$ cat config.mk
export PLATFORM = sky130hd
export DESIGN_NAME = adv_manufacturer_frame_filter
export DESIGN_NICKNAME = d
export VERILOG_FILES = /design/src/design/amff_pkg.sv /design/src/design/adv_manufacturer_frame_filter.sv /design/src/design/amff_parse.sv
export SDC_FILE = /design/constraint.sdc
export NUM_CORES = 1
export LEC_CHECK = 0
export ABC_AREA = 1
export BUFFER_PORTS_ARGS = -buffer_cell sky130_fd_sc_hd__buf_4
export CAP_MARGIN = 0
export CORE_MARGIN = 3
export CORE_UTILIZATION = 53
export CTS_CLUSTER_SIZE = 30
export DETAILED_ROUTE_END_ITERATION = 8
export GPL_ROUTABILITY_DRIVEN = 0
export HOLD_SLACK_MARGIN = 0.12
export PLACE_DENSITY = 0.69
export RECOVER_POWER = 50
export SYNTH_ARGS = -nofsm -noshare
export SYNTH_HDL_FRONTEND = slang
export SYNTH_SLANG_ARGS = --single-unit
export TNS_END_PERCENT = 20
$ cat constraint.sdc
create_clock -name i_clk -period 3.22 [get_ports i_clk]
set_input_delay 0 -clock i_clk [delete_from_list [all_inputs] [get_ports i_clk]]
set_output_delay 0 -clock i_clk [all_outputs]
set_load 0.02 [all_outputs]
$ cat src/design/amff_pkg.sv
// Shared types and constants for the manufacturer frame filter.
// No dependencies; imported by every module of the block.
`default_nettype none

package amff_pkg;

    localparam int CFG_IDX_W  = 2;
    localparam int CFG_DATA_W = 16;

    localparam logic [CFG_IDX_W-1:0] CFG_EXPECTED_COMPANY  = 2'd0;
    localparam logic [CFG_IDX_W-1:0] CFG_MANUFACTURER_TYPE = 2'd1;

    localparam logic [15:0] EXPECTED_COMPANY_RST  = 16'hFFFF;
    localparam logic [7:0]  MANUFACTURER_TYPE_RST = 8'hFF;

    typedef struct packed {
        logic [7:0] payload_byte;
        logic       last_byte;
    } t_in_item;

    typedef struct packed {
        logic [7:0] frame_byte;
        logic       accepted;
        logic       final_result;
    } t_out_item;

    // AD structure walk: length byte, type byte, value bytes
    typedef enum logic [1:0] {
        PH_LENGTH = 2'd0,
        PH_TYPE   = 2'd1,
        PH_VALUE  = 2'd2
    } t_phase;

    // Report request handed from the parser to the emitter
    typedef struct packed {
        logic valid;
        logic accepted;
    } t_job;

endpackage

`default_nettype wire

$ cat src/design/adv_manufacturer_frame_filter.sv
// Top level of the advertising manufacturer frame filter: input register,
// parser, two-bank frame memory, report queue and output register.
// Depends on amff_pkg and amff_parse.
//
// Takes one advertising payload byte per cycle unless the input stalls. When
// the last byte of a payload has been parsed the block reports FRAME_BYTES
// frame bytes (accepted set, final_result on the last) or a single reject
// result, one result per cycle while the output is not stalled. With nothing
// queued ahead, a report goes through the pending slot and active report to
// the output register. The frame memory has two banks so the next payload is
// parsed while the previous frame drains; one finished report can wait behind
// the one being emitted. The input stalls while an accepted frame waits in
// that slot, and a further payload's last byte stalls until the slot frees
// up. Configuration registers take effect on the next payload; the user must
// write them only while the block is idle, which the block does not enforce.
`default_nettype none

module adv_manufacturer_frame_filter import amff_pkg::*; #(
    parameter int FRAME_BYTES = 24,
    parameter int MAX_PAYLOAD = 31
) (
    input  wire logic                  i_clk,
    input  wire logic                  i_rst_n,
    input  wire logic                  i_in_valid,
    output logic                       o_in_stall,
    input  wire t_in_item              i_in_data,
    output logic                       o_out_valid,
    input  wire logic                  i_out_stall,
    output t_out_item                  o_out_data,
    input  wire logic                  i_cfg_valid,
    output logic                       o_cfg_ready,
    input  wire logic [CFG_IDX_W-1:0]  i_cfg_index,
    input  wire logic [CFG_DATA_W-1:0] i_cfg_data
);

    localparam int IW = $clog2(FRAME_BYTES);
    localparam int AW = $clog2(2 * FRAME_BYTES);
    localparam logic [AW-1:0] BANK_OFS = AW'(FRAME_BYTES);
    localparam logic [IW-1:0] LAST_IDX = IW'(FRAME_BYTES - 1);

    // configuration
    logic [15:0] r_expected_company;
    logic [7:0]  r_manufacturer_type;

    assign o_cfg_ready = 1'b1;

    always_ff @(posedge i_clk) begin
        if (!i_rst_n) begin
            r_expected_company  <= EXPECTED_COMPANY_RST;
            r_manufacturer_type <= MANUFACTURER_TYPE_RST;
        end else if (i_cfg_valid && o_cfg_ready) begin
            unique case (i_cfg_index)
                CFG_EXPECTED_COMPANY:  r_expected_company  <= i_cfg_data;
                CFG_MANUFACTURER_TYPE: r_manufacturer_type <= i_cfg_data[7:0];
                default: ;
            endcase
        end
    end

    // input register
    logic     r_in_valid;
    t_in_item r_in_item;
    logic     r_pend_valid;
    logic     r_pend_acc, r_pend_bank;
    logic     blocked;
    logic     step;

    // a waiting accepted frame holds one bank, so the parser's next bank may be in use
    assign blocked    = r_pend_valid && (r_in_item.last_byte || r_pend_acc);
    assign step       = r_in_valid && !blocked;
    assign o_in_stall = r_in_valid && blocked;

    always_ff @(posedge i_clk) begin
        if (!i_rst_n) begin
            r_in_valid <= 1'b0;
        end else if (i_in_valid && !o_in_stall) begin
            r_in_valid <= 1'b1;
        end else if (step) begin
            r_in_valid <= 1'b0;
        end
    end

    always_ff @(posedge i_clk) begin
        if (i_in_valid && !o_in_stall) r_in_item <= i_in_data;
    end

    // parser
    logic          wr_en;
    logic [IW-1:0] wr_idx;
    logic [7:0]    wr_data;
    t_job          job;

    amff_parse #(
        .FRAME_BYTES (FRAME_BYTES),
        .MAX_PAYLOAD (MAX_PAYLOAD)
    ) u_parse (
        .i_clk               (i_clk),
        .i_rst_n             (i_rst_n),
        .i_step              (step),
        .i_item              (r_in_item),
        .i_expected_company  (r_expected_company),
        .i_manufacturer_type (r_manufacturer_type),
        .o_wr_en             (wr_en),
        .o_wr_idx            (wr_idx),
        .o_wr_data           (wr_data),
        .o_job               (job)
    );

    // report queue: one pending slot, one active report
    logic          r_wbank;
    logic          r_act_valid, r_act_acc, r_act_bank;
    logic [IW-1:0] r_idx;
    logic          r_out_valid, r_out_acc, r_out_final;
    logic [7:0]    r_mem_q;

    logic advance, emit, act_last, act_done, act_free, load_pend;

    assign advance   = !r_out_valid || !i_out_stall;
    assign emit      = r_act_valid && advance;
    assign act_last  = r_act_acc ? (r_idx == LAST_IDX) : 1'b1;
    assign act_done  = emit && act_last;
    assign act_free  = !r_act_valid || act_done;
    assign load_pend = r_pend_valid && act_free;

    always_ff @(posedge i_clk) begin
        if (!i_rst_n) begin
            r_wbank      <= 1'b0;
            r_pend_valid <= 1'b0;
            r_act_valid  <= 1'b0;
            r_idx        <= '0;
        end else begin
            // parser writes the other bank once an accepted frame is handed off
            if (job.valid && job.accepted) r_wbank <= !r_wbank;
            if (job.valid) begin
                r_pend_valid <= 1'b1;
            end else if (load_pend) begin
                r_pend_valid <= 1'b0;
            end
            if (load_pend) begin
                r_act_valid <= 1'b1;
                r_idx       <= '0;
            end else if (act_done) begin
                r_act_valid <= 1'b0;
            end else if (emit) begin
                r_idx <= r_idx + IW'(1);
            end
        end
    end

    always_ff @(posedge i_clk) begin
        if (job.valid) begin
            r_pend_acc  <= job.accepted;
            r_pend_bank <= r_wbank;
        end
        if (load_pend) begin
            r_act_acc  <= r_pend_acc;
            r_act_bank <= r_pend_bank;
        end
    end

    // frame memory, two banks
    logic [7:0]    mem [2*FRAME_BYTES];
    logic [AW-1:0] wr_addr, rd_addr;

    assign wr_addr = (r_wbank ? BANK_OFS : '0) + AW'(wr_idx);
    assign rd_addr = (r_act_bank ? BANK_OFS : '0) + AW'(r_idx);

    always_ff @(posedge i_clk) begin
        if (wr_en) mem[wr_addr] <= wr_data;
        if (emit) r_mem_q <= mem[rd_addr];
    end

    // output register
    always_ff @(posedge i_clk) begin
        if (!i_rst_n) begin
            r_out_valid <= 1'b0;
        end else if (advance) begin
            r_out_valid <= emit;
        end
    end

    always_ff @(posedge i_clk) begin
        if (emit) begin
            r_out_acc   <= r_act_acc;
            r_out_final <= act_last;
        end
    end

    assign o_out_valid             = r_out_valid;
    assign o_out_data.frame_byte   = r_out_acc ? r_mem_q : 8'd0;
    assign o_out_data.accepted     = r_out_acc;
    assign o_out_data.final_result = r_out_final;

endmodule

`default_nettype wire

$ cat src/design/amff_parse.sv
// AD structure parser: walks one payload byte per step, captures the
// manufacturer value into the frame memory and issues one report per payload.
// Depends on amff_pkg.
`default_nettype none

module amff_parse import amff_pkg::*; #(
    parameter int FRAME_BYTES = 24,
    parameter int MAX_PAYLOAD = 31
) (
    input  wire logic                           i_clk,
    input  wire logic                           i_rst_n,
    input  wire logic                           i_step,
    input  wire t_in_item                       i_item,
    input  wire logic [15:0]                    i_expected_company,
    input  wire logic [7:0]                     i_manufacturer_type,
    output logic                                o_wr_en,
    output logic [$clog2(FRAME_BYTES)-1:0]      o_wr_idx,
    output logic [7:0]                          o_wr_data,
    output t_job                                o_job
);

    localparam int PW = $clog2(MAX_PAYLOAD + 1);
    localparam int FW = $clog2(FRAME_BYTES + 1);
    localparam int IW = $clog2(FRAME_BYTES);

    t_phase        r_phase, n_phase;
    logic [PW-1:0] r_pos, n_pos;
    logic [7:0]    r_rem, n_rem;
    logic          r_decided, n_decided;
    logic          r_verdict, n_verdict;
    logic          r_in_mfr, n_in_mfr;
    logic [FW-1:0] r_fill, n_fill;
    logic [7:0]    r_comp_lo, n_comp_lo;
    logic [7:0]    r_comp_hi, n_comp_hi;

    logic [7:0]    b;
    logic          proc;
    logic [7:0]    rem_dec;
    logic [7:0]    comp_hi_eff;
    logic          step_decided;
    logic          step_verdict;

    assign b       = i_item.payload_byte;
    // bytes past the payload limit or after the decision are dropped
    assign proc    = i_step && !r_decided && (r_pos < PW'(MAX_PAYLOAD));
    assign rem_dec = r_rem - 8'd1;

    assign o_wr_en   = proc && (r_phase == PH_VALUE) && r_in_mfr
                       && (r_fill < FW'(FRAME_BYTES));
    assign o_wr_idx  = r_fill[IW-1:0];
    assign o_wr_data = b;

    // high company byte may be the one arriving now when the frame is two bytes
    assign comp_hi_eff = (o_wr_en && (r_fill == FW'(1))) ? b : r_comp_hi;

    always_comb begin
        n_phase   = r_phase;
        n_pos     = r_pos;
        n_rem     = r_rem;
        n_decided = r_decided;
        n_verdict = r_verdict;
        n_in_mfr  = r_in_mfr;
        n_fill    = r_fill;
        n_comp_lo = r_comp_lo;
        n_comp_hi = r_comp_hi;
        if (proc) begin
            n_pos = r_pos + PW'(1);
            unique case (r_phase)
                PH_TYPE: begin
                    n_rem = rem_dec;
                    if (b == i_manufacturer_type) begin
                        if (rem_dec != 8'(FRAME_BYTES)) begin
                            n_decided = 1'b1;
                            n_verdict = 1'b0;
                        end else begin
                            n_in_mfr = 1'b1;
                            n_fill   = '0;
                            n_phase  = PH_VALUE;
                        end
                    end else begin
                        n_phase = (rem_dec == 8'd0) ? PH_LENGTH : PH_VALUE;
                    end
                end
                PH_VALUE: begin
                    n_rem = rem_dec;
                    if (r_in_mfr) begin
                        if (o_wr_en) begin
                            n_fill = r_fill + FW'(1);
                            if (r_fill == FW'(0)) n_comp_lo = b;
                            if (r_fill == FW'(1)) n_comp_hi = b;
                        end
                        if (rem_dec == 8'd0) begin
                            n_decided = 1'b1;
                            n_verdict = ({comp_hi_eff, r_comp_lo} == i_expected_company);
                        end
                    end else if (rem_dec == 8'd0) begin
                        n_phase = PH_LENGTH;
                    end
                end
                default: begin
                    if (b == 8'd0) begin
                        n_decided = 1'b1;
                        n_verdict = 1'b0;
                    end else begin
                        n_rem   = b;
                        n_phase = PH_TYPE;
                    end
                end
            endcase
        end
        // decision including this byte, taken before the end-of-payload clear
        step_decided = n_decided;
        step_verdict = n_verdict;
        if (i_step && i_item.last_byte) begin
            n_phase   = PH_LENGTH;
            n_pos     = '0;
            n_rem     = '0;
            n_decided = 1'b0;
            n_verdict = 1'b0;
            n_in_mfr  = 1'b0;
            n_fill    = '0;
            n_comp_lo = '0;
            n_comp_hi = '0;
        end
    end

    always_comb begin
        o_job.valid    = i_step && i_item.last_byte;
        o_job.accepted = step_decided && step_verdict;
    end

    always_ff @(posedge i_clk) begin
        if (!i_rst_n) begin
            r_phase   <= PH_LENGTH;
            r_pos     <= '0;
            r_rem     <= '0;
            r_decided <= 1'b0;
            r_verdict <= 1'b0;
            r_in_mfr  <= 1'b0;
            r_fill    <= '0;
            r_comp_lo <= '0;
            r_comp_hi <= '0;
        end else begin
            r_phase   <= n_phase;
            r_pos     <= n_pos;
            r_rem     <= n_rem;
            r_decided <= n_decided;
            r_verdict <= n_verdict;
            r_in_mfr  <= n_in_mfr;
            r_fill    <= n_fill;
            r_comp_lo <= n_comp_lo;
            r_comp_hi <= n_comp_hi;
        end
    end

endmodule

`default_nettype wire

# After elaboration in Yosys (flattened, before gate mapping)
# Memories as Yosys holds them, arrays and structs flattened. A register that Yosys moved wholly into a read port is not among the register bits.
# Cells that the tools add are included.
# totals
out_inout_bits,13
wordCells,141
in_bits,32
reg_bits,88
ramBits,384
mem_count,1
# memory_table
memory,words,word_bits,read_ports,rd_ports_with_merged_regs,write_ports,line_no,text
mem,48,8,1,1,1,adv_manufacturer_frame_filter.sv:162,logic [7:0] mem [2*FRAME_BYTES];
# classes
reduce_logical,46
bitwise_logic,3
muxes,41
order_cmp,2
eq_ne,17
addsub,6
# op_table
op,count
$mux 8,4
$mux 5,6
$mux 1,21
$eq 16x16->1,1
$logic_and 1x1->1,16
$logic_not 8->1,2
$add 5x1->5 const B,3
$reduce_and 5->1,3
$add 5x5->6,2
$mux 2,6
$lt 5x5->1 const B,2
$pmux 5 s2,1
$eq 8x8->1,1
$ne 2x2->1 const B,4
$ne 8x5->1 const B,1
$reduce_and 2->1,4
$reduce_bool 2->1,4
$sub 8x1->8 const B,1
$logic_not 1->1,7
$ne 2x1->1 const B,3
$reduce_and 6->1,1
$reduce_or 2->1,3
$eq 5x1->1 const B,1
$eq 5x5->1 const B,1
other kinds (11),17

# Depth between registers and ports, before layout
# Gate-level depths: netlist of run 1.
# logic_depth
word_depth,18
ltp_mapped,22

# By module
# A second synthesis of run 1 with hierarchy kept.
# hier_totals
hier_cells,1914
area_unflattened_um2,20330.7
# modules_own_cells
mod,cells_per_inst,seq_area_each_um2,area_per_inst_um2,n_inst
adv_manufacturer_frame_filter,1542,12902.4,17787.1,1
amff_parse,372,780.7,2543.7,1

# Worst setup path before layout of run 1
# OpenSTA, ideal clock, no wires.
# synth_path
kind,flip-flop to flip-flop
start,reg r_in_item[5] (netlist bit)
end,reg u_parse.r_fill[4] (netlist: u_parse.o_wr_idx[4])
required_time_ns,3.105
arrival_ns,2.309
setup_ns,0.115
stages_incl_launch_ff,10
period_less_slack_ns,2.424
path_slack_ns,0.796
path_buffers,0
path_cell_list,edfxtp_1 > xnor2_1 > nand4_1 > nor2_1 > nor2_1 > a21oi_1 > o2111ai_1 > o21ai_2 > nor2_1 > o21a_1
# synth_between
elab_chain_cells,3
# synth_lines
item,line_no,text
"start, declared",adv_manufacturer_frame_filter.sv:62,t_in_item r_in_item;
"start signal, assigned",adv_manufacturer_frame_filter.sv:84,if (i_in_valid && !o_in_stall) r_in_item <= i_in_data;
$eq 8x8->1,amff_parse.sv:71,if (b == i_manufacturer_type) begin
$ne 2x1->1 (no line),--,
$reduce_and 6->1 (no line),--,
"end signal, assigned",amff_parse.sv:150,r_fill <= n_fill;
"end, declared",amff_parse.sv:32,"logic [FW-1:0] r_fill, n_fill;"
# No other way between the ends.
# A chain may end at the register's enable or synchronous reset.

# Worst setup path after layout of run 1
# layout_path
start,reg r_in_item[3] (netlist bit)
end,"mem mem[15][2], data pin"
# layout_lines
item,line_no
"end, declared",adv_manufacturer_frame_filter.sv:162
# No word-level cell before the write port.

==> impl_metrics.csv, run 1 <==
group,metric,value,unit
routing,firstDrtPassIters,8,
routing,ant_nets,0,
clock_tree,cts_buffers,48,
synth,synth_cell_type_count,44,
status,status,"complete, but fails checks",
timing,hold_violations,0,
grt,antenna_found_initial,0,
synth,synth_edf_count,407,
routing,wl_per_cell,20.8,µm
clock_tree,htree_levels,2,
critical_path,crit_arrival,2.85,ns
final_layout,drive_gt1_share,10.4,%
critical_path,cp_slowest_cell,"clkbuf_1",
placed_design,port_buffers,43,
power_and_ir_drop,irDropWorstVdd,419,µV
synth,synthArstFlopShare,0,%
timing,worst_pin_slew,2.27,ns
final_layout,final_design_area_no_fill,22800,µm²
grt,grt_usage,25.0,%
final_layout,fin_nets,1896,
floorplanning,die_x,199,µm
routing,vias_per_cell,5.86,
floorplanning,row_count,69,
grt,overflow,0,
synth,yosysSeqAreaShare,69.6,%
clock_tree,clkSinkCount,480,
final_layout,n_antenna_cell,0,
timing,drv_slew,41,
clock_tree,post-cts-setup-buffer-count,0,
power_and_ir_drop,power,12.7,mW
routing,post-route-drc-count,0,
critical_path,crit_buf_inv,1,
clock_tree,cts-root-buf,"clkbuf_16",
critical_path,cp-end-kind,"flip-flop",
timing,finalCritPeriodShare,87.1,%
status,violations,"capacitance limit, slew limit",
synth,synth_seq_cells,480,
synth,netlist_area,19700,µm²
timing,fin_tns_setup,0,ns
synth,yosys.area.top_type_share,62.1,%
critical_path,cp_top_family,"buffers and inverters",
critical_path,timing_worst_setup_path_type,"reg2reg",
critical_path,critPathRequiredTime,3.26,ns
floorplanning,ios,45,
hold_path,hold_class,"in2reg",
critical_path,path_cells,"clkbuf_1",
synth,yosysWarnings,0,
job,maxCapViolCount,1,
final_layout,instances_no_fill,2348,
power_and_ir_drop,p_leak,7.94,nW
timing,setup_viol,0,
grt,grt_max_degree,106,
routing,route.vias.total,13800,
clock_tree,cts_max_path_buffers,3,
floorplanning,die_h,199,µm
clock_tree,clkSlewWorstSetupHoldPaths,0.06,ns
clock_tree,cts_hold_buf,46,
synth,syn_avg_cell_area,11.4,µm²
grt,grt_first_pass_wirelength,75900,µm
floorplanning,initial_utilization,54.5,%
final_layout,synthToLayoutAreaGrowth,16.0,%
critical_path,cp-start-kind,"flip-flop",
timing,rsz0062_at_grt,"no",
power_and_ir_drop,p_per_area,556,nW/µm²
synth,synth_top_area_cell,"edfxtp_1",
grt,grt_pass1_vias,13500,
clock_tree,cts-resized-gates,0,
placed_design,place_area,20900,µm²
synth,synthesis.nets,1766,
timing,final.setup_skew,0.0107,ns
synth,syn_inst,1721,
final_layout,nFillCells,2807,
timing,min_period,2.81,ns
routing,drt_iter0_drc,1441,
floorplanning,die-area,39500,µm²
timing,fmax,0.356,GHz
critical_path,cp_max_fo,40,
clock_tree,clk_latency,0.57,ns
placed_design,dp_cells,2216,
final_layout,fin_util,63.3,%
synth,synthFlopType,"edfxtp_1",
placed_design,dp_hpwl,30100,µm
synth,yosys-top-cells-area,"edfxtp_1, dfxtp_1, o21ai_0",
clock_tree,cts_tree,"built",
floorplanning,fp.coreArea,36100,µm²
critical_path,slowest_delay,1.66,ns
routing,wl,48800,µm
timing,max_slew_margin,-51.1,%
[registers in the layout, indices dropped and copies added, names as in the netlist, 8 cells and up]
register,flops
u_parse.r_comp_hi,8
mem,384
u_parse.r_rem,8
r_expected_company,16
r_mem_q,8
r_in_item,9
u_parse.r_comp_lo,8
r_manufacturer_type,8
[metal layers]
| layer | share of wire [%] | track usage [%] | wire, µm |
|---|---|---|---|
| met1 | 41 | 34.4 | 20200 |
| met2 | 47 | 40.5 | 23100 |
| met3 | 7.6 | 4.13 | 3730 |
| met4 | 3.5 | 9.24 | 1720 |
| met5 | 0 | 0 | 0 |
[cell type report]
cell class / count / area, µm² / share of cell area [%]
clock buffers: 63 / 1340 / 5.87
clock inverters: 23 / 183 / 0.800
inverters: 91 / 344 / 1.51
multi-input cells: 1051 / 5250 / 23.0
flip-flops and latches: 480 / 13700 / 60.0
well taps: 461 / 577 / 2.53
repair buffers: 179 / 1450 / 6.34
[per-stage QoR]
stage	worst slack (ns)	hold slack, ns
5_1_grt	0.234	0.176
4_1_cts	0.621	0.135
3_5_place_dp	0.644	0.179
3_3_place_gp	0.633	0.179
6_report	0.415	0.175
2_1_floorplan	0.796	0.0989
[synthesized netlist by cell type (3+ instances only)]
cell type	n
dfxtp_1	73
nand3_1	51
nand4_1	19
o211ai_1	19
o21ai_0	252
buf_4	4
nor3b_1	3
edfxtp_1	407
nand2_1	140
a211oi_1	12
xnor2_1	17
o221ai_1	17
o21ai_2	3
o21ai_1	3
clkbuf_1	91
a21oi_1	30
o22ai_1	91
ha_1	11
a31oi_1	6
inv_1	88
xor2_1	7
nor3_1	9
nor2_1	336
o32ai_1	4
[logic make-up after synthesis]
| group | Yosys count | share of synthesized area, % |
|---|---|---|
| XOR/XNOR | 24 | 1.07 |
| adder cells (fa/ha/maj) | 13 | 0.903 |
| AO/OA/AOI/OAI | 442 | 12.8 |
| buffers and inverters | 190 | 3.75 |
| AND/OR/NAND/NOR | 571 | 11.9 |
| other | 1 | 0.0191 |
| flip-flops | 480 | 69.6 |
[power by group]
part	switching, mW	leakage (nW)	internal [mW]
clock	2.26	0.742	3.16
sequential	0.0396	4.26	6.78
combinational	0.296	2.93	0.151
[cell usage in the layout (no fill, tap or decap), drive strengths merged, types with 3 or more instances in the layout]
cell / n
dfxtp: 73
nor3b: 3
nand2: 142
xor2: 7
ha: 11
nor3: 10
clkbuf: 97
nand3: 52
nor2: 339
a21oi: 31
a211oi: 12
o32ai: 4
a31oi: 6
o211ai: 19
o21ai: 258
inv: 92
bufinv: 3
edfxtp: 407
buf: 99
xnor2: 17
nand4: 19
o22ai: 91
o221ai: 17
dlygate4sd3: 46
clkinv: 17
[worst paths after layout]
kind | cells past startpoint | slack (ns) | end | startpoint
max | 1 | 0.41 | mem[15][2] | r_in_item[3]
min | 2 | 0.17 | r_in_item[3] | i_in_data[3]
max reg2reg | 1 | 0.41 | mem[15][2] | r_in_item[3]
min reg2reg | 0 | 0.43 | r_act_bank | r_pend_bank
No activity file was read; power rests on OpenSTA's default activity.
==> run 2: changes to the inputs <==
--- a/config.mk
+++ b/config.mk
@@ -8,6 +8,7 @@
 export ABC_AREA = 1
 export BUFFER_PORTS_ARGS = -buffer_cell sky130_fd_sc_hd__buf_4
 export CAP_MARGIN = 0
+export CORE_ASPECT_RATIO = 0.9
 export CORE_MARGIN = 3
 export CORE_UTILIZATION = 53
 export CTS_CLUSTER_SIZE = 30
@@ -16,6 +17,7 @@
 export HOLD_SLACK_MARGIN = 0.12
 export PLACE_DENSITY = 0.69
 export RECOVER_POWER = 50
+export SLEW_MARGIN = 20
 export SYNTH_ARGS = -nofsm -noshare
 export SYNTH_HDL_FRONTEND = slang
 export SYNTH_SLANG_ARGS = --single-unit
==> run 2 against run 1 <==
  * Total power barely moved
  * Utilization fell by 0.34 points
  * Non-clock buffer count is 3 higher
  * Register-to-register slack better by 0.11 ns
  * Clock skew rose by 0.0083 ns
  * Maximum frequency rose by 4.0%
  * Critical path depth up 9
  * Critical path type unchanged
  * Sequential cell count stayed put
  * Clock power barely moved
  * The flow still finishes with violations (capacitance limit, slew limit)
  * Cell count rose by 0.77%
==> impl_metrics.csv, run 2 (synthesis results as in run 1) <==
group,metric,value,unit
floorplanning,ios,45,
final_layout,reg_top3,"mem (384), r_expected_company (16), r_in_item (9)",
status,status,"complete, but fails checks",
placed_design,place_ws,0.626,ns
final_layout,n_antenna_cell,0,
grt,grt_usage,25.7,%
timing,hold_violations,0,
clock_tree,cts_tree,"built",
power_and_ir_drop,power,12.7,mW
critical_path,timing_worst_setup_path_type,"reg2reg",
final_layout,final_common_cell,"edfxtp_1",
critical_path,cp-end-kind,"flip-flop",
grt,grt_max_degree,164,
routing,drt_iter0_drc,1593,
clock_tree,htree_levels,2,
final_layout,fin_util,62.9,%
placed_design,dp_hpwl,30900,µm
clock_tree,cts_hold_buf,47,
timing,final.setup_skew,0.0190,ns
hold_path,hold_class,"in2reg",
timing,min_period,2.70,ns
clock_tree,cts-root-buf,"clkbuf_16",
placed_design,place_area,21000,µm²
timing,worst_pin_slew,1.87,ns
timing,finalCritPeriodShare,83.8,%
critical_path,cp_max_fo,40,
critical_path,crit_arrival,3.10,ns
final_layout,top_register,"mem",
power_and_ir_drop,p_leak,7.94,nW
timing,fin_tns_setup,0,ns
clock_tree,clk_latency,0.57,ns
power_and_ir_drop,p_per_area,555,nW/µm²
final_layout,synthToLayoutAreaGrowth,16.2,%
timing,layout_setup_ws,0.522,ns
timing,rsz0062_at_grt,"no",
floorplanning,die_h,189,µm
routing,wl,50600,µm
floorplanning,initial_utilization,54.1,%
routing,ant_nets,0,
routing,route.vias.total,13900,
power_and_ir_drop,irDropWorstVdd,456,µV
timing,drv_slew,64,
final_layout,drive_gt1_share,10.4,%
timing,setup_viol,0,
routing,vias_per_cell,5.89,
clock_tree,cts_max_path_buffers,3,
routing,wl_per_cell,21.4,µm
floorplanning,die_x,209,µm
grt,antenna_found_initial,0,
floorplanning,row_count,66,
job,maxCapViolCount,2,
grt,overflow,0,
clock_tree,post-cts-setup-buffer-count,0,
placed_design,port_buffers,43,
clock_tree,cts-resized-gates,0,
final_layout,final_design_area_no_fill,22900,µm²
final_layout,nFillCells,2823,
grt,grt_first_pass_wirelength,79200,µm
clock_tree,clkSlewWorstSetupHoldPaths,0.06,ns
final_layout,largest_register_ffs,384,
clock_tree,clkSinkCount,480,
clock_tree,cts_buffers,48,
grt,grt_pass1_vias,14000,
final_layout,final_cell_mix,"edfxtp_1, nor2_1, o21ai_0",
final_layout,fin_nets,1899,
critical_path,critPathRequiredTime,3.63,ns
timing,max_slew_margin,-24.7,%
floorplanning,die-area,39500,µm²
timing,fmax,0.371,GHz
status,violations,"capacitance limit, slew limit",
critical_path,cp-start-kind,"flip-flop",
routing,post-route-drc-count,0,
floorplanning,fp.coreArea,36300,µm²
routing,firstDrtPassIters,5,
[run 2: metal layers]
| layer | part of all wire, % | vias up | wire length [µm] | GRT usage, % |
|---|---|---|---|---|
| met3 | 9.6 | 112 | 4860 | 5.81 |
| met4 | 3.0 | 0 | 1500 | 8.24 |
| met5 | 0 | - | 0 | 0 |
| met2 | 47 | 693 | 23500 | 40.8 |
| met1 | 41 | 6692 | 20700 | 35.6 |
| li1 | - | 6440 | - | - |
[run 2: worst paths after layout]
kind / from / to / slack [ns] / cells past startpoint
setup / recovery: r_idx[1] / r_mem_q[4] / 0.52 / 10
setup reg to reg: r_idx[1] / r_mem_q[4] / 0.52 / 10
hold reg to reg: r_pend_bank / r_act_bank / 0.46 / 0
hold / removal: i_in_data[1] / r_in_item[1] / 0.17 / 2
[run 2: worst max-delay path: stages, from the launching register on]
cell and delay (ns):
dfxtp_2 0.44, inv_2 0.13, buf_4 0.42, o21ai_0 0.21
o22ai_1 0.30, nor2_1 0.08, o32ai_1 0.44, nand2_1 0.16
nand2_1 0.11, nor2_1 0.05, a31oi_1 0.18
[run 2: area by class of cell]
class | instances | area (µm²) | share of cell area [%]
flip-flops and latches | 480 | 13700 | 59.9
multi-input cells | 1051 | 5250 | 23.0
repair buffers | 182 | 1460 | 6.37
clock buffers | 65 | 1340 | 5.85
well taps | 476 | 596 | 2.61
inverters | 91 | 344 | 1.51
clock inverters | 21 | 189 | 0.827
[run 2: power by group]
group / total (mW) / internal [mW] / switching (mW)
clock: 5.42 / 3.15 / 2.28
sequential: 6.81 / 6.77 / 0.0354
combinational: 0.459 / 0.152 / 0.307
total: 12.7 / 10.1 / 2.62
[run 2: metrics by stage]
step | cells | hold slack, ns
after global placement | 2233 | 0.179
after detailed placement | 2233 | 0.179
after CTS | 2366 | 0.136
after global routing | 2366 | 0.172
final | 2366 | 0.173
after floorplan | 1721 | 0.0989
